$ cat src/hw/rtl/slpi_pkg.sv
// Shared types, constants and helper functions for the straight-line point interpolator.
// Used by the front, queue, back and top-level modules. Has no dependencies.
package slpi_pkg;

   localparam int CORDIC_W  = 48;   // CORDIC datapath width
   localparam int ACC_W     = 46;   // point accumulator width (Q32.14, bits 45:14 are output)
   localparam int STEP_CW   = 6;    // width of the intermediate point count
   localparam int ATAN_IW   = 5;    // arctangent table index width
   localparam int PROD_W    = 64;

   localparam logic [15:0] KINV_HI = 16'd39796;
   localparam logic [15:0] KINV_LO = 16'd60840;

   typedef enum logic [1:0] {
      KIND_START = 2'd0,
      KIND_MID   = 2'd1,
      KIND_GOAL  = 2'd2
   } kind_type;

   typedef enum logic [3:0] {
      FR_IDLE, FR_ROT, FR_LMUL, FR_LSUM, FR_CHK, FR_COUNT,
      FR_OROT, FR_OMUL, FR_OSUM, FR_PUSH
   } front_state_type;

   typedef enum logic [1:0] {
      BK_IDLE, BK_START, BK_MID, BK_GOAL
   } back_state_type;

   typedef struct packed {
      logic signed [31:0]      start_x;
      logic signed [31:0]      start_y;
      logic signed [15:0]      start_heading;
      logic signed [31:0]      goal_x;
      logic signed [31:0]      goal_y;
      logic signed [15:0]      goal_heading;
      logic        [15:0]      seg_heading;
      logic signed [ACC_W-1:0] ofs_x;
      logic signed [ACC_W-1:0] ofs_y;
      logic        [STEP_CW-1:0] steps;
      logic                    truncated;
      logic                    too_close;
   } job_type;

   // Arctangent of 2^-i in binary angle units, rounded.
   function automatic logic [15:0] atan_unit(input logic [ATAN_IW-1:0] idx);
      logic [15:0] r;
      unique case (idx)
         5'd0:  r = 16'd8192;
         5'd1:  r = 16'd4836;
         5'd2:  r = 16'd2555;
         5'd3:  r = 16'd1297;
         5'd4:  r = 16'd651;
         5'd5:  r = 16'd326;
         5'd6:  r = 16'd163;
         5'd7:  r = 16'd81;
         5'd8:  r = 16'd41;
         5'd9:  r = 16'd20;
         5'd10: r = 16'd10;
         5'd11: r = 16'd5;
         5'd12: r = 16'd3;
         5'd13: r = 16'd1;
         5'd14: r = 16'd1;
         default: r = 16'd0;
      endcase
      return r;
   endfunction

   // Second half of the gain removal: (m*hi + (m*lo >> 16)) >> 16.
   function automatic logic [CORDIC_W-1:0] kinv_sum(input logic [PROD_W-1:0] hi_prod,
                                                    input logic [PROD_W-1:0] lo_prod);
      logic [PROD_W-1:0] s;
      s = hi_prod + (lo_prod >> 16);
      return s[CORDIC_W+15:16];
   endfunction

endpackage

$ cat src/hw/rtl/slpi_queue.sv
// Two-entry job queue between the front end and the point emitter.
// Uses job_type from slpi_pkg.
module slpi_queue import slpi_pkg::*; (
   input  logic    clock,
   input  logic    reset,
   input  logic    push_valid,
   output logic    push_ready,
   input  job_type push_job,
   output logic    pop_valid,
   input  logic    pop_ready,
   output job_type pop_job
);

   job_type    entry_ff [2];
   logic       wr_ptr_ff, rd_ptr_ff;
   logic [1:0] count_ff, count_in;
   logic       do_push, do_pop;

   assign push_ready = (count_ff != 2'd2);
   assign pop_valid  = (count_ff != 2'd0);
   assign pop_job    = entry_ff[rd_ptr_ff];
   assign do_push    = push_valid && push_ready;
   assign do_pop     = pop_valid && pop_ready;

   always_comb begin
      count_in = count_ff;
      if (do_push && !do_pop) begin
         count_in = count_ff + 2'd1;
      end else if (do_pop && !do_push) begin
         count_in = count_ff - 2'd1;
      end
   end

   always_ff @(posedge clock) begin
      if (reset) begin
         count_ff  <= '0;
         wr_ptr_ff <= 1'b0;
         rd_ptr_ff <= 1'b0;
      end else begin
         count_ff <= count_in;
         if (do_push) begin
            wr_ptr_ff <= ~wr_ptr_ff;
         end
         if (do_pop) begin
            rd_ptr_ff <= ~rd_ptr_ff;
         end
      end
   end

   always_ff @(posedge clock) begin
      if (do_push) begin
         entry_ff[wr_ptr_ff] <= push_job;
      end
   end

endmodule

$ cat config.mk
export PLATFORM = sky130hd
export DESIGN_NAME = slpi_queue
export DESIGN_NICKNAME = d
export VERILOG_FILES = /design/src/hw/rtl/slpi_pkg.sv /design/src/hw/rtl/slpi_queue.sv
export SDC_FILE = /design/constraint.sdc
export NUM_CORES = 1
export LEC_CHECK = 0
export ABC_AREA = 1
export BUFFER_PORTS_ARGS = -buffer_cell sky130_fd_sc_hd__buf_2
export CORE_MARGIN = 2
export CORE_UTILIZATION = 45
export CTS_CLUSTER_SIZE = 14
export DETAILED_ROUTE_END_ITERATION = 8
export PLACE_DENSITY_LB_ADDON = 0.3
export SLEW_MARGIN = 20
export SYNTH_ARGS = -nofsm -noshare
export SYNTH_HDL_FRONTEND = slang
export SYNTH_SLANG_ARGS = --single-unit
$ cat constraint.sdc
create_clock -name clock -period 17.95 [get_ports clock]
set_clock_uncertainty 0.05 [all_clocks]
set_input_delay 2.6925 -clock clock [delete_from_list [all_inputs] [get_ports clock]]
set_output_delay 2.6925 -clock clock [all_outputs]
set_load 0.02 [all_outputs]
==> results.txt <==
Sequential Power Share - 44.1%
Initial antenna violation count - 18
FP Rows - 79
Final hold slack - 456 ps
Area of placed instances - 24500 um2
Final Max Slew Viols - 0
Comb pwr share - 26.1%
CTS resizes - 0
Fin area - 26400 um2
Layout cells sized above 1 - 60.6%
Die ar. - 48800 um2
Area Overhead vs Synth - 24.6%
Die height - 221 um
Post-CTS setup repair buffer count - 0
FF-to-FF End - entry_ff[0][127]
Overall power - 0.00388 W
Worst-Margin Slew - 1090 ps
I/O Buffers - 557
Post-synthesis cell count - 896
R2R Setup Slk - 14190 ps
Routing usage on met2 - 28.8%
Sw Share - 28.6%
Mapped Avg Cell Area - 23.6 um2
CP required - 15210 ps
FMAX - 150 MHz
CP max FO - 65
Synth warn - 0
Nets - 1771
Number of global-route vias before repair - 10923
Reg2Reg Launch Point - count_ff[0]
Starting Density - 45.5%
Num CTS Buffers - 55
Overall routing resource usage - 17.7%
Worst hold stages - 2
Clock Latency Late Sink - 590 ps
RSZ-0062 raised after global routing - no
R2R cell count - 7
Setup TNS Final - 0 ps
GRT Residual Overflow - 0
Cells after DPL - 2040
Final min period - 6680 ps
Setup crit end kind - output pin
Clk network pwr share - 29.8%
Final hold vios - 0
WL final - 44500 um
Status - finished, final reports clean
Die X-Extent - 221 um
Startpoint types - flip-flop
Crit path to - pop_job[127]
Clk sinks - 557
Unique masters post-synth - 14
Synth Register Bits - 557
H-tree depth - 2
Met3 Resource Use GR - 6.52%
Final worst-path cycle share - 37.2%
Leak - 10.3 nW
Proportion of synthesized chip area in sequential cells - 78.8%
DRC errors left - 0
Finish-stage setup viols - 0
Slew headroom - 27.4%
Worst IR drop on VDD - 127 uV
CP arrival - 3940 ps
Mapped Area - 21200 um2
Internal power - 0.00277 W
Largest net degree at the start of global routing - 121
CTS Hold Bufs - 0
First-pass GRT wire length - 65500 um
Antenna viol nets, final - 0
Router iterations before antenna repair - 6
HPWL after DPL - 30700 um
Switching power - 0.00111 W
Post-synth top area share - 78.4%
Synth area leader - edfxtp_1
Clock slew at reported path FFs - 60 ps
I/O pin count - 558
Grt peak-use layer - met2
Met1 usage - 20.9%
Mapped Nets - 1177
Routability Congestion - 0.822
Vias per cell - 4.84
CTS tree - built
Core area - 46500 um2
Layout Cells excl Fill - 2156
Clk root buf - clkbuf_16
Max cap viols - 0
Synth top area cells - edfxtp_1, mux2_4, mux2_2
Worst Hold Class - reg2reg
Crit path kind - reg2out
Wire length per cell - 20.6 um
Initial DRC count - 574
Pwr per Cell Area - 147 nW/um2
Total number of vias - 10425
Hold Startpoint - rd_ptr_ff
Max Buffers Root-to-Sink - 3
[cell type report]
| type | count | area [um2] |
|---|---|---|
| timing repair buffer | 568 | 2880 |
| fill | 3614 | 20100 |
| multi-input combinational | 300 | 4130 |
| inverter | 8 | 30.0 |
| tap | 607 | 759 |
| clock buffer | 62 | 1450 |
| clock inverter | 39 | 393 |
| sequential | 557 | 16700 |
| antenna | 15 | 37.5 |
[power by group through the flow]
stage          clock network [W]  registers (W)  logic, W
2_1_floorplan                  0        0.00179  0.000749
5_1_grt                  0.00124        0.00173   0.00107
4_1_cts                  0.00119        0.00171   0.00103
3_5_place_dp                   0        0.00174   0.00102
6_report                 0.00116        0.00171   0.00101
3_3_place_gp                   0        0.00173   0.00102
[worst min path at each step]
stage | end | slack, ps
floorplan | flip-flop | 410
global placement | flip-flop | 430
detailed placement | flip-flop | 450
CTS | flip-flop | 460
global route | flip-flop | 490
finish | flip-flop | 460
[synthesized netlist by cell type, drive strengths merged]
cell type  number
nand2           9
dfxtp           5
a21oi           2
nand4           1
edfxtp        552
ha              1
buf            31
inv             8
nor2            7
o21ai           2
mux2          276
nand3           2
[kinds of logic (layout without fill, tap and decap cells)]
family	count (synthesis)	count (layout)	synth area share, %
flip-flops	557	557	78.8
adder cells (fa/ha/maj)	1	1	0.0591
multiplexers	276	276	19.0
buffers and inverters	39	677	1.70
AND/OR/NAND/NOR	19	19	0.361
other	0	15	0
AO/OA/AOI/OAI	4	4	0.0946
[worst max-delay path: stages (launching register included)]
cell	delay (ps)
dfxtp_4	1040
buf_4	900
buf_4	770
mux2_4	360
buf_2	160
[sequential cells by signal, indices dropped and copies added, names as in the netlist, named ones only]
signal,cells
entry_ff,552
count_ff,2
rd_ptr_ff,1
wr_ptr_ff,1
[metrics by stage]
step,utilization [%],worst slack (ps)
6_report,56.7,11270
2_1_floorplan,-,2760
5_1_grt,56.7,11060
4_1_cts,56.7,11200
3_3_place_gp,52.7,11890
3_5_place_dp,52.7,11860
[cell usage in the layout (no fill, tap or decap), drive strengths merged]
cell	count
nand2	9
nor2	7
edfxtp	552
inv	10
nand3	2
o21ai	2
ha	1
bufinv	8
clkinv	29
diode	15
dfxtp	5
buf	568
nand4	1
mux2	276
clkbuf	62
a21oi	2
[metal layers]
layer | part of all wire (%) | vias to the layer above
met5 | 0.097 | -
met2 | 49 | 413
met4 | 3.7 | 8
met3 | 8.7 | 94
li1 | - | 4768
met1 | 38 | 5142
(Power assumes the default switching activity.)
