**config.mk**
```make
export PLATFORM = sky130hd
export DESIGN_NAME = slpi_back
export DESIGN_NICKNAME = d
export VERILOG_FILES = /design/src/hw/rtl/slpi_pkg.sv /design/src/hw/rtl/slpi_back.sv
export SDC_FILE = /design/constraint.sdc
export NUM_CORES = 1
export LEC_CHECK = 0
export ABC_AREA = 1
export BUFFER_PORTS_ARGS = -buffer_cell sky130_fd_sc_hd__buf_2
export CORE_MARGIN = 3
export CORE_UTILIZATION = 55
export DETAILED_ROUTE_END_ITERATION = 10
export PLACE_DENSITY = 0.78
export SYNTH_ARGS = -nofsm -noshare
export SYNTH_HDL_FRONTEND = slang
export SYNTH_SLANG_ARGS = --single-unit
```
**constraint.sdc**
```tcl
create_clock -name clock -period 15.8 [get_ports clock]
set_input_delay 0.79 -clock clock [delete_from_list [all_inputs] [get_ports clock]]
set_output_delay 0.79 -clock clock [all_outputs]
set_load 0.05 [all_outputs]
```
**src/hw/rtl/slpi_pkg.sv**
```systemverilog
// Shared types, constants and helper functions for the straight-line point interpolator.
// Used by the front, queue, back and top-level modules. Has no dependencies.
package slpi_pkg;

   localparam int CORDIC_W  = 48;   // CORDIC datapath width
   localparam int ACC_W     = 46;   // point accumulator width (Q32.14, bits 45:14 are output)
   localparam int STEP_CW   = 6;    // width of the intermediate point count
   localparam int ATAN_IW   = 5;    // arctangent table index width
   localparam int PROD_W    = 64;

   localparam logic [15:0] KINV_HI = 16'd39796;
   localparam logic [15:0] KINV_LO = 16'd60840;

   typedef enum logic [1:0] {
      KIND_START = 2'd0,
      KIND_MID   = 2'd1,
      KIND_GOAL  = 2'd2
   } kind_type;

   typedef enum logic [3:0] {
      FR_IDLE, FR_ROT, FR_LMUL, FR_LSUM, FR_CHK, FR_COUNT,
      FR_OROT, FR_OMUL, FR_OSUM, FR_PUSH
   } front_state_type;

   typedef enum logic [1:0] {
      BK_IDLE, BK_START, BK_MID, BK_GOAL
   } back_state_type;

   typedef struct packed {
      logic signed [31:0]      start_x;
      logic signed [31:0]      start_y;
      logic signed [15:0]      start_heading;
      logic signed [31:0]      goal_x;
      logic signed [31:0]      goal_y;
      logic signed [15:0]      goal_heading;
      logic        [15:0]      seg_heading;
      logic signed [ACC_W-1:0] ofs_x;
      logic signed [ACC_W-1:0] ofs_y;
      logic        [STEP_CW-1:0] steps;
      logic                    truncated;
      logic                    too_close;
   } job_type;

   // Arctangent of 2^-i in binary angle units, rounded.
   function automatic logic [15:0] atan_unit(input logic [ATAN_IW-1:0] idx);
      logic [15:0] r;
      unique case (idx)
         5'd0:  r = 16'd8192;
         5'd1:  r = 16'd4836;
         5'd2:  r = 16'd2555;
         5'd3:  r = 16'd1297;
         5'd4:  r = 16'd651;
         5'd5:  r = 16'd326;
         5'd6:  r = 16'd163;
         5'd7:  r = 16'd81;
         5'd8:  r = 16'd41;
         5'd9:  r = 16'd20;
         5'd10: r = 16'd10;
         5'd11: r = 16'd5;
         5'd12: r = 16'd3;
         5'd13: r = 16'd1;
         5'd14: r = 16'd1;
         default: r = 16'd0;
      endcase
      return r;
   endfunction

   // Second half of the gain removal: (m*hi + (m*lo >> 16)) >> 16.
   function automatic logic [CORDIC_W-1:0] kinv_sum(input logic [PROD_W-1:0] hi_prod,
                                                    input logic [PROD_W-1:0] lo_prod);
      logic [PROD_W-1:0] s;
      s = hi_prod + (lo_prod >> 16);
      return s[CORDIC_W+15:16];
   endfunction

endpackage

```
**src/hw/rtl/slpi_back.sv**
```systemverilog
// Back end: takes a job from the queue and emits start, intermediate and goal points
// through a registered output stage. Uses slpi_pkg.
module slpi_back import slpi_pkg::*; (
   input  logic        clock,
   input  logic        reset,
   input  logic        job_valid,
   output logic        job_ready,
   input  job_type     job,
   output logic        rsp_tvalid,
   input  logic        rsp_tready,
   output logic [79:0] rsp_tdata,
   output logic [3:0]  rsp_tuser,
   output logic        rsp_tlast
);

   back_state_type          state_ff, state_in;
   job_type                 job_ff, job_in;
   logic signed [ACC_W-1:0] ax_ff, ax_in, ay_ff, ay_in;
   logic [STEP_CW-1:0]      cnt_ff, cnt_in;
   logic                    valid_ff, valid_in;
   logic [79:0]             data_ff, data_in;
   logic [3:0]              user_ff, user_in;
   logic                    last_ff, last_in;
   logic                    load_ok;
   logic signed [ACC_W-1:0] ax_next, ay_next;

   assign rsp_tvalid = valid_ff;
   assign rsp_tdata  = data_ff;
   assign rsp_tuser  = user_ff;
   assign rsp_tlast  = last_ff;
   assign job_ready  = (state_ff == BK_IDLE);
   assign load_ok    = !valid_ff || rsp_tready;
   assign ax_next    = ax_ff + job_ff.ofs_x;
   assign ay_next    = ay_ff + job_ff.ofs_y;

   always_comb begin
      state_in = state_ff;
      job_in   = job_ff;
      ax_in    = ax_ff;
      ay_in    = ay_ff;
      cnt_in   = cnt_ff;
      valid_in = valid_ff && !rsp_tready;
      data_in  = data_ff;
      user_in  = user_ff;
      last_in  = last_ff;
      unique case (state_ff)
         BK_IDLE: begin
            if (job_valid) begin
               job_in   = job;
               state_in = BK_START;
            end
         end
         BK_START: begin
            if (load_ok) begin
               valid_in = 1'b1;
               data_in  = {job_ff.start_heading, job_ff.start_y, job_ff.start_x};
               user_in  = {job_ff.truncated, job_ff.too_close, KIND_START};
               last_in  = job_ff.too_close;
               ax_in    = {job_ff.start_x, 14'd0};
               ay_in    = {job_ff.start_y, 14'd0};
               cnt_in   = '0;
               if (job_ff.too_close) begin
                  state_in = BK_IDLE;
               end else if (job_ff.steps == '0) begin
                  state_in = BK_GOAL;
               end else begin
                  state_in = BK_MID;
               end
            end
         end
         BK_MID: begin
            if (load_ok) begin
               valid_in = 1'b1;
               data_in  = {job_ff.seg_heading, ay_next[ACC_W-1:14], ax_next[ACC_W-1:14]};
               user_in  = {job_ff.truncated, 1'b0, KIND_MID};
               last_in  = 1'b0;
               ax_in    = ax_next;
               ay_in    = ay_next;
               cnt_in   = cnt_ff + 1'b1;
               if (cnt_ff + 1'b1 == job_ff.steps) begin
                  state_in = BK_GOAL;
               end
            end
         end
         BK_GOAL: begin
            if (load_ok) begin
               valid_in = 1'b1;
               data_in  = {job_ff.goal_heading, job_ff.goal_y, job_ff.goal_x};
               user_in  = {job_ff.truncated, 1'b0, KIND_GOAL};
               last_in  = 1'b1;
               state_in = BK_IDLE;
            end
         end
         default: state_in = BK_IDLE;
      endcase
   end

   always_ff @(posedge clock) begin
      if (reset) begin
         state_ff <= BK_IDLE;
         valid_ff <= 1'b0;
      end else begin
         state_ff <= state_in;
         valid_ff <= valid_in;
      end
   end

   always_ff @(posedge clock) begin
      job_ff  <= job_in;
      ax_ff   <= ax_in;
      ay_ff   <= ay_in;
      cnt_ff  <= cnt_in;
      data_ff <= data_in;
      user_ff <= user_in;
      last_ff <= last_in;
   end

endmodule

```
==> results.cfg, run 1 <==
[routing]
finalWirelength_microns = 65000
drt_pass1_iterations = 7
detailroute.via_count = 18700
routed_wire_length_per_instance_microns = 18.6
drt_drc_violations_left = 0
viasPerCell = 5.33
dr.first_iter.drc_count = 1441
drt.antenna.violating_nets = 0

[synth]
number_of_cells_produced_by_synthesis = 2533
syn-cell-area_sq_um = 23500
register_bit_count_reported_by_yosys = 462
synthTopCellsByArea = sky130_fd_sc_hd__edfxtp_1 59%, sky130_fd_sc_hd__nand2_1 14%, sky130_fd_sc_hd__inv_1 5.9%
post_synth.cell_area_avg_sq_um = 9.27
synthesis.nets = 2906
postSynth.topFlopCell = sky130_fd_sc_hd__edfxtp_1
synth_edf_count = 459
synth.top_cell.area_share = 0.587
number_of_warnings_issued_by_yosys = 0
synth.largest_area_cell = sky130_fd_sc_hd__edfxtp_1
synth-async-reset-ratio = 0
synthDistinctLibCells = 38
synth_sequential_area_ratio = 0.590

[final_layout]
regArea_sq_um = 13800
final_cell_mix = 891 x sky130_fd_sc_hd__nand2_1, 459 x sky130_fd_sc_hd__edfxtp_1, 366 x sky130_fd_sc_hd__buf_2
drive_gt1_frac = 0.170
final_net_count = 3294
fillCellCount = 3411
areaGrowthSynthToFinish_pct = 17.2
layout_commonest_cell = sky130_fd_sc_hd__nand2_1
multi_input_comb_area_sq_um = 8120

[clock_tree]
cts_made_buffers = 46
tritoncts = done
cts_max_level = 2
insertion_delay_ps = 600
cts-root-to-sink-buffers = 3
clock-sinks = 462
post_cts_resized = 0
post_cts_hold_buffer_count = 0
clkTransAtPathRegs_ps = 60
post_cts.repair.setup_buffers = 0
ctsRootBufferMaster = sky130_fd_sc_hd__clkbuf_16

[sta]
relSlewSlack = 0.311
finalCritPeriodShare = 0.253
final-max-slew-violation-count = 0
unrepaired_setup_endpoints_after_global_routing = no
clock_skew_ps = 19.0
finalHoldViolCount = 0
fin_tns_setup_ps = 0
fmaxAchievable_mhz = 250
worst_pin_slew_ps = 1030
setup_viol = 0
timing.final.ws_setup_ps = 11810
period_minus_slack_ps = 3990

[worst_setup_path]
worst_setup_path_start_kind = flip-flop
timing.reg2reg.setup_slack_ps = 11810
cp_data_required_time_ps = 16010
worst-r2r-cell-count = 5
maximum_cell_stage_delay_along_the_critical_path_ps = 900
crit_chain = nor2_1, nand2_1, inv_8, buf_4, buf_4
end_point_of_the_critical_path = job_ff[94]
critical_path_class = flip-flop to flip-flop
critical_path.most_common_cell = sky130_fd_sc_hd__buf_4
worst_path_max_delay_cell = sky130_fd_sc_hd__buf_4
worst-endpoint-arrival_ps = 4200
endpoint_kind = flip-flop
worstReg2RegEnd = job_ff[94]
timing.critical_path.fanout_max = 122

[power]
total_leakage_power_nw = 12.8
power.density_cell_area_nw_per_um2 = 128
worst_ir_drop_vdd_uv = 109

[place]
placement.io_buffers = 366
placement.setup.worst_slack_ps = 11820
gp_congestion = 0.930
dp.final_hpwl_microns = 48300

[floorplan]
die_width_microns = 213
initial_utilization = 0.559
die_outline_area_sq_um = 45200
fp.coreArea_sq_um = 42000
top_level_ports = 367
die_h_microns = 213
core.rowCount = 75

[global_routing]
grt.total_usage = 0.285
grt_pass1_vias = 18600
globalRouteOverflowTotal = 0
wire_length_of_the_first_global_routing_pass_microns = 98400
number_of_antenna_violations_at_the_first_check_in_global_routing = 3
grt_max_degree = 123

[outcome]
outcome = completed

[min_path]
worstHoldPathType = primary input to flip-flop

[flow_run]
drv_cap = 0
==> metrics by stage <==
stage	std cells	instance area, sq um	total power [mW]	hold slack (ps)	util
2_1_floorplan	2533	23500	2.16	400	-
4_1_cts	3498	27500	3.53	344	0.654
3_3_place_gp	3412	25900	2.38	402	0.617
6_report	3501	27500	3.52	371	0.655
5_1_grt	3501	27500	3.68	350	0.655
3_5_place_dp	3412	25900	2.39	406	0.617
==> logic make-up after synthesis <==
| group | after synthesis | synth area share |
|---|---|---|
| and+or+nand+nor | 1332 | 0.235 |
| DFF | 462 | 0.590 |
| xor gates and xnor gates | 8 | 0.00357 |
| buffers and inverters | 407 | 0.0655 |
| adders and majority gates | 93 | 0.0502 |
| AOI/OAI and AO/OA | 231 | 0.0564 |
==> worst min-delay path by stage <==
stage                          from           end  cells past startpoint  slack (ps)
after global placement    job_ff[1]  rsp_tuser[3]                      0         400
after detailed placement  job_ff[1]  rsp_tuser[3]                      0         410
after floorplan           job_ff[1]  rsp_tuser[3]                      0         400
after global routing        job[61]    job_ff[61]                      1         350
final                      job[265]   job_ff[265]                      1         370
after CTS                  job[118]   job_ff[118]                      1         340
==> synthesized netlist by cell type, types with 5 or more instances <==
cell,number
sky130_fd_sc_hd__a21oi_1,115
sky130_fd_sc_hd__a22o_1,22
sky130_fd_sc_hd__buf_2,8
sky130_fd_sc_hd__clkbuf_1,24
sky130_fd_sc_hd__edfxtp_1,459
sky130_fd_sc_hd__ha_1,91
sky130_fd_sc_hd__inv_1,366
sky130_fd_sc_hd__inv_2,5
sky130_fd_sc_hd__nand2_1,891
sky130_fd_sc_hd__nand2_2,19
sky130_fd_sc_hd__nand3_1,161
sky130_fd_sc_hd__nand3_2,9
sky130_fd_sc_hd__nand3b_1,12
sky130_fd_sc_hd__nand4_1,16
sky130_fd_sc_hd__nor2_1,179
sky130_fd_sc_hd__nor2_2,14
sky130_fd_sc_hd__nor3_1,7
sky130_fd_sc_hd__nor4_1,6
sky130_fd_sc_hd__o211ai_1,7
sky130_fd_sc_hd__o21a_1,6
sky130_fd_sc_hd__o21ai_0,58
sky130_fd_sc_hd__o21bai_1,14
sky130_fd_sc_hd__or2_1,6
==> sequential cells by signal (all words and copies together) (netlist names), named ones only <==
name and cells:
ax_ff 46, rsp_tvalid 1, cnt_ff 6, rsp_tdata 80, job_ff 276, rsp_tuser 4
ay_ff 46, rsp_tlast 1, state_ff 1
==> per-layer routing <==
| metal | wire (microns) | part of all wire | vias up | global-route usage |
|---|---|---|---|---|
| met1 | 26000 | 0.40 | 8762 | 0.352 |
| li1 | - | - | 9115 | - |
| met5 | 0 | 0 | - | 0 |
| met3 | 3770 | 0.058 | 129 | 0.0393 |
| met4 | 2150 | 0.033 | 0 | 0.103 |
| met2 | 33100 | 0.51 | 654 | 0.513 |
==> critical path: cells and delay by family, from the launching register on <==
family | cells | cell delay (ps)
buf+inv | 3 | 2380
simple gates | 2 | 610
flops | 1 | 470
==> final cells by class <==
class | instances | share of cell area
multi-input combinational | 1664 | 0.295
tap | 539 | 0.0245
sequential | 462 | 0.503
clock buffer | 58 | 0.0438
antenna | 3 | 0.000273
clock inverter | 28 | 0.0130
inverter | 371 | 0.0510
timing repair buffer | 376 | 0.0693
==> report_power, final <==
| group | switching, mW | leakage (nW) | internal (mW) |
|---|---|---|---|
| sequential | 0.0506 | 4.40 | 1.52 |
| combinational | 0.576 | 7.62 | 0.228 |
| clock | 0.468 | 0.756 | 0.674 |
(Power assumes the default switching activity.)
==> run 2: changes to the inputs <==
--- a/config.mk
+++ b/config.mk
@@ -8,9 +8,9 @@
 export ABC_AREA = 1
 export BUFFER_PORTS_ARGS = -buffer_cell sky130_fd_sc_hd__buf_2
 export CORE_MARGIN = 3
-export CORE_UTILIZATION = 55
+export CORE_UTILIZATION = 52
 export DETAILED_ROUTE_END_ITERATION = 10
-export PLACE_DENSITY = 0.78
+export PLACE_DENSITY = 0.77
 export SYNTH_ARGS = -nofsm -noshare
 export SYNTH_HDL_FRONTEND = slang
 export SYNTH_SLANG_ARGS = --single-unit
==> constraint.sdc (replaced) <==
create_clock -name clock -period 3.5 [get_ports clock]
set_input_delay 0.175 -clock clock [delete_from_list [all_inputs] [get_ports clock]]
set_output_delay 0.175 -clock clock [all_outputs]
set_load 0.05 [all_outputs]
==> run 2 against run 1 <==
Compared with the run above:
- register-to-register slack got worse by 11000 ps
- largest cell class unchanged
- sequential cell count stayed put
- largest power group unchanged
- worst hold slack worse by 97 ps
- routed wire length is 17% higher
- cell area rose by 11%
==> results.cfg, run 2 (synthesis gave the netlist of run 1 again) <==
[clock_tree]
insertion_delay_ps = 620
post_cts_resized = 0
cts_max_level = 2
clkTransAtPathRegs_ps = 60
cts-root-to-sink-buffers = 3
clock-sinks = 462
ctsRootBufferMaster = sky130_fd_sc_hd__clkbuf_16
cts_made_buffers = 48
tritoncts = done

[global_routing]
globalRouteOverflowTotal = 0
grt_max_degree = 83
number_of_antenna_violations_at_the_first_check_in_global_routing = 4
wire_length_of_the_first_global_routing_pass_microns = 115000
grt_pass1_vias = 21000
grt.total_usage = 0.315

[floorplan]
top_level_ports = 367
die_h_microns = 219
initial_utilization = 0.529
core.rowCount = 77
fp.coreArea_sq_um = 44400
die_outline_area_sq_um = 47700
die_width_microns = 219

[outcome]
outcome = completed

[sta]
timing.final.ws_setup_ps = 694
worst_pin_slew_ps = 1120
finalHoldViolCount = 0
final-max-slew-violation-count = 0
setup_viol = 0
unrepaired_setup_endpoints_after_global_routing = no
period_minus_slack_ps = 2810
finalCritPeriodShare = 0.802
relSlewSlack = 0.253
clock_skew_ps = 34.3
fmaxAchievable_mhz = 356

[routing]
drt_pass1_iterations = 6
viasPerCell = 5.35
drt_drc_violations_left = 0
dr.first_iter.drc_count = 1740
routed_wire_length_per_instance_microns = 19.7
drt.antenna.violating_nets = 0
finalWirelength_microns = 75800
detailroute.via_count = 20500

[worst_setup_path]
crit-reg2reg-launch = job_ff[8]
worst-endpoint-arrival_ps = 3110
worstReg2RegEnd = ay_ff[18]
worst_setup_path_start_kind = flip-flop
timing.critical_path.fanout_max = 5
cp_data_required_time_ps = 3810
endpoint_kind = flip-flop
critical_path_class = flip-flop to flip-flop
timing.reg2reg.setup_slack_ps = 690
worst-r2r-cell-count = 12

[final_layout]
top_register = job_ff
final_net_count = 3583
areaGrowthSynthToFinish_pct = 30.3
layout_commonest_cell = sky130_fd_sc_hd__nand2_1
final_cell_mix = 890 x sky130_fd_sc_hd__nand2_1, 459 x sky130_fd_sc_hd__edfxtp_1, 366 x sky130_fd_sc_hd__buf_2
final_cells = 3844
largest_reg_flops = 276
drive_gt1_frac = 0.163

[power]
worst_ir_drop_vdd_uv = 493
total_leakage_power_nw = 14.0
power.density_cell_area_nw_per_um2 = 537

[place]
gp_congestion = 1.05
placement.setup.worst_slack_ps = 713
dpl.cell_count = 3473
placement.io_buffers = 366
dp.final_hpwl_microns = 50400

[flow_run]
drv_cap = 0

[min_path]
worstHoldPathType = primary input to flip-flop
hold_depth = 2
holdCritStartpoint = job[119]
min_to = job_ff[119]
[run 2: final cells by class]
class	instances	area (sq um)
antenna	3	7.51
clock buffer	55	1250
clock inverter	34	369
fill	3228	13800
inverter	371	1400
multi-input combinational	1664	8140
sequential	462	13800
tap	592	741
timing repair buffer	663	4850
[run 2: worst max path at each step]
stage                     start  slack (ps)            end  cells after the start
CTS                   job_ff[8]         700      ay_ff[18]                     12
detailed placement    job_ff[8]         710      ay_ff[18]                     12
floorplan           state_ff[0]       -1580      job_ff[0]                      3
finish                job_ff[8]         690      ay_ff[18]                     12
global route         job_ff[54]         540  rsp_tdata[14]                     15
global placement      job_ff[8]         770      ay_ff[18]                     12
[run 2: repair_timing]
action,CTS,global route
setup buffers,0,0
hold buffers,279,0
hold endpoints to repair,279,0
[run 2: power breakdown]
part	internal [mW]	switching (mW)	total, mW
sequential	6.86	0.247	7.11
clock	3.02	2.28	5.30
combinational	1.28	2.76	4.04
total	11.2	5.28	16.4
[run 2: critical path, cell delays in order, from the launching register on]
cell	delay [ps]
sky130_fd_sc_hd__edfxtp_1	380
sky130_fd_sc_hd__ha_1	250
sky130_fd_sc_hd__fa_1	390
sky130_fd_sc_hd__nand2_1	110
sky130_fd_sc_hd__nand2_1	110
sky130_fd_sc_hd__nand3b_1	110
sky130_fd_sc_hd__nand2_2	120
sky130_fd_sc_hd__nand2_1	100
sky130_fd_sc_hd__nand2_2	140
sky130_fd_sc_hd__nand2_1	110
sky130_fd_sc_hd__nand2_2	110
sky130_fd_sc_hd__o21ai_0	440
sky130_fd_sc_hd__nand2_1	160
[run 2: per-stage QoR]
stage	cell area, sq um	utilization	TNS [ps]	power (mW)	hold WS (ps)
6_report	30600	0.689	0	16.4	274
5_1_grt	30600	0.689	0	17.1	263
4_1_cts	30600	0.689	0	16.4	237
3_5_place_dp	26200	0.589	0	10.9	353
3_3_place_gp	26200	0.589	0	10.8	351
2_1_floorplan	23500	-	-487760	9.71	234
[run 2: layer usage]
layer  routed length (microns)  up-vias  global-route usage
met5                        27        -                   0
li1                          -     9716                   -
met4                      3160        4               0.131
met2                     39000      938               0.572
met3                      5120      216              0.0430
met1                     28500     9674               0.376
==> run 3: changes to the inputs <==
--- a/config.mk
+++ b/config.mk
@@ -8,9 +8,9 @@
 export ABC_AREA = 1
 export BUFFER_PORTS_ARGS = -buffer_cell sky130_fd_sc_hd__buf_2
 export CORE_MARGIN = 3
-export CORE_UTILIZATION = 52
+export CORE_UTILIZATION = 55
 export DETAILED_ROUTE_END_ITERATION = 10
-export PLACE_DENSITY = 0.77
+export PLACE_DENSITY = 0.78
 export SYNTH_ARGS = -nofsm -noshare
 export SYNTH_HDL_FRONTEND = slang
 export SYNTH_SLANG_ARGS = --single-unit
==> constraint.sdc (replaced) <==
create_clock -name clock -period 2.8 [get_ports clock]
set_input_delay 0.14 -clock clock [delete_from_list [all_inputs] [get_ports clock]]
set_output_delay 0.14 -clock clock [all_outputs]
set_load 0.05 [all_outputs]
==> run 3 against run 2 <==
Compared with the run above:
- cell area down 0.49%
- count of clock-buffer cells in the layout down 1
- critical path depth up 4
- non-clock buffer count up 1
- global-route usage up 2.0 points
- worst hold slack worse by 27 ps
- critical path type unchanged
- critical endpoint is now ax_ff[38]
==> results.cfg, run 3 (synthesis gave the netlist of run 1 again) <==
[outcome]
outcome = completed

[place]
gp_congestion = 0.923
placement.io_buffers = 366
dp.final_hpwl_microns = 49600
place_area_sq_um = 26200
dpl.cell_count = 3421

[power]
total_leakage_power_nw = 14.0
power.density_cell_area_nw_per_um2 = 660
worst_ir_drop_vdd_uv = 634

[routing]
dr.first_iter.drc_count = 1789
drt.antenna.violating_nets = 0
routed_wire_length_per_instance_microns = 20.1
drt_drc_violations_left = 0
routed_met2_length_microns = 38800
detail_route.wirelength.met1_microns = 28200
met3RoutedLength_microns = 5250
finalWirelength_microns = 76300
highest_layer = met5
drt_pass1_iterations = 8
viasPerCell = 5.39
detailroute.via_count = 20400

[global_routing]
number_of_antenna_violations_at_the_first_check_in_global_routing = 6
globalRouteOverflowTotal = 0
grt_pass1_vias = 20900
grt_max_degree = 99
grt.total_usage = 0.335
wire_length_of_the_first_global_routing_pass_microns = 115000

[final_layout]
post-route-cell-area_sq_um = 30400
drive_gt1_frac = 0.161
final_cell_mix = 890 x sky130_fd_sc_hd__nand2_1, 459 x sky130_fd_sc_hd__edfxtp_1, 366 x sky130_fd_sc_hd__buf_2
areaGrowthSynthToFinish_pct = 29.7
layout.core_utilization = 0.724
final_cells = 3792
layout_commonest_cell = sky130_fd_sc_hd__nand2_1
final_net_count = 3583
largest_reg_flops = 276
top_register = job_ff
fillCellCount = 2923

[worst_setup_path]
timing.reg2reg.setup_slack_ps = 150
cp_data_required_time_ps = 3140
worst_setup_path_start_kind = flip-flop
worst-endpoint-arrival_ps = 2990
endpoint_kind = flip-flop
critical_path_class = flip-flop to flip-flop
timing.critical_path.fanout_max = 4

[clock_tree]
cts_max_level = 2
cts-root-to-sink-buffers = 3
cts_made_buffers = 47
clock-sinks = 462
tritoncts = done
insertion_delay_ps = 600
clkTransAtPathRegs_ps = 70
ctsRootBufferMaster = sky130_fd_sc_hd__clkbuf_16

[sta]
worst_pin_slew_ps = 616
finalCritPeriodShare = 0.946
fmaxAchievable_mhz = 378
fin_tns_setup_ps = 0
final-max-slew-violation-count = 0
relSlewSlack = 0.590
period_minus_slack_ps = 2650
clock_skew_ps = 19.7
finalHoldViolCount = 0
setup_viol = 0

[floorplan]
initial_utilization = 0.559
die_h_microns = 213
fp.coreArea_sq_um = 42000
die_outline_area_sq_um = 45200
core.rowCount = 75
die_width_microns = 213
top_level_ports = 367

[min_path]
worstHoldPathType = primary input to flip-flop

[flow_run]
drv_cap = 0
run 3: cell types whose count changed in the layout (fill, tap and decap cells not counted), sizes merged:
cell	before	now
diode	3	5
clkinv	23	26
inv	368	370
bufinv	6	3
buf	384	385
clkbuf	55	54
clkinvlp	8	5
run 3: through the flow:
| stage | power, mW | setup slack (ps) | hold WS, ps |
|---|---|---|---|
| after floorplan | 12.1 | -2280 | 199 |
| after global placement | 13.5 | 262 | 316 |
| after detailed placement | 13.6 | 231 | 318 |
| after CTS | 20.0 | 208 | 217 |
| after global routing | 20.9 | -5.67 | 248 |
| final | 20.1 | 151 | 247 |
run 3: critical path, stage by stage, from the launching register on:
cell	delay, ps
sky130_fd_sc_hd__edfxtp_1	360
sky130_fd_sc_hd__ha_1	230
sky130_fd_sc_hd__inv_1	80
sky130_fd_sc_hd__fa_1	380
sky130_fd_sc_hd__inv_1	140
sky130_fd_sc_hd__nand2_1	90
sky130_fd_sc_hd__nand2_1	90
sky130_fd_sc_hd__and2_4	190
sky130_fd_sc_hd__nand2_2	60
sky130_fd_sc_hd__nand2_2	100
sky130_fd_sc_hd__nand2_1	90
sky130_fd_sc_hd__nand3_2	150
sky130_fd_sc_hd__nand2_1	110
sky130_fd_sc_hd__nand2_1	80
sky130_fd_sc_hd__nand2_1	50
sky130_fd_sc_hd__nand3_1	120
sky130_fd_sc_hd__nand2_1	90
run 3: final timing paths:
check,depth (start not counted),end,from
worst max register to register,16,ax_ff[38],job_ff[54]
worst min register to register,0,rsp_tuser[3],job_ff[1]
worst min-delay path,2,job_ff[192],job[192]
worst max-delay path,16,ax_ff[38],job_ff[54]
run 3: what timing repair did:
item	in CTS	in global routing
buffers inserted	0	0
hold buffers	279	0
endpoints found under the hold margin	279	0
endpoints found under the setup margin	0	0
gates resized for setup	0	0
run 3: layer usage:
metal,global-route usage,up-vias
met2,0.603,984
met5,0,-
li1,-,9705
met4,0.166,2
met1,0.393,9523
met3,0.0484,221
run 3: power breakdown:
group / leakage, nW / switching [mW] / internal, mW
sequential: 4.40 / 0.312 / 8.58
combinational: 8.87 / 3.43 / 1.59
clock: 0.717 / 2.77 / 3.43
total: 14.0 / 6.51 / 13.6
run 3: final cells by class:
type | instances | area [sq um] | area share
timing repair buffer | 664 | 4890 | 0.161
multi-input combinational | 1664 | 8140 | 0.267
sequential | 462 | 13800 | 0.455
inverter | 371 | 1400 | 0.0459
antenna | 5 | 12.5 | 0.000411
clock buffer | 54 | 1220 | 0.0402
tap | 539 | 674 | 0.0222
clock inverter | 33 | 260 | 0.00855
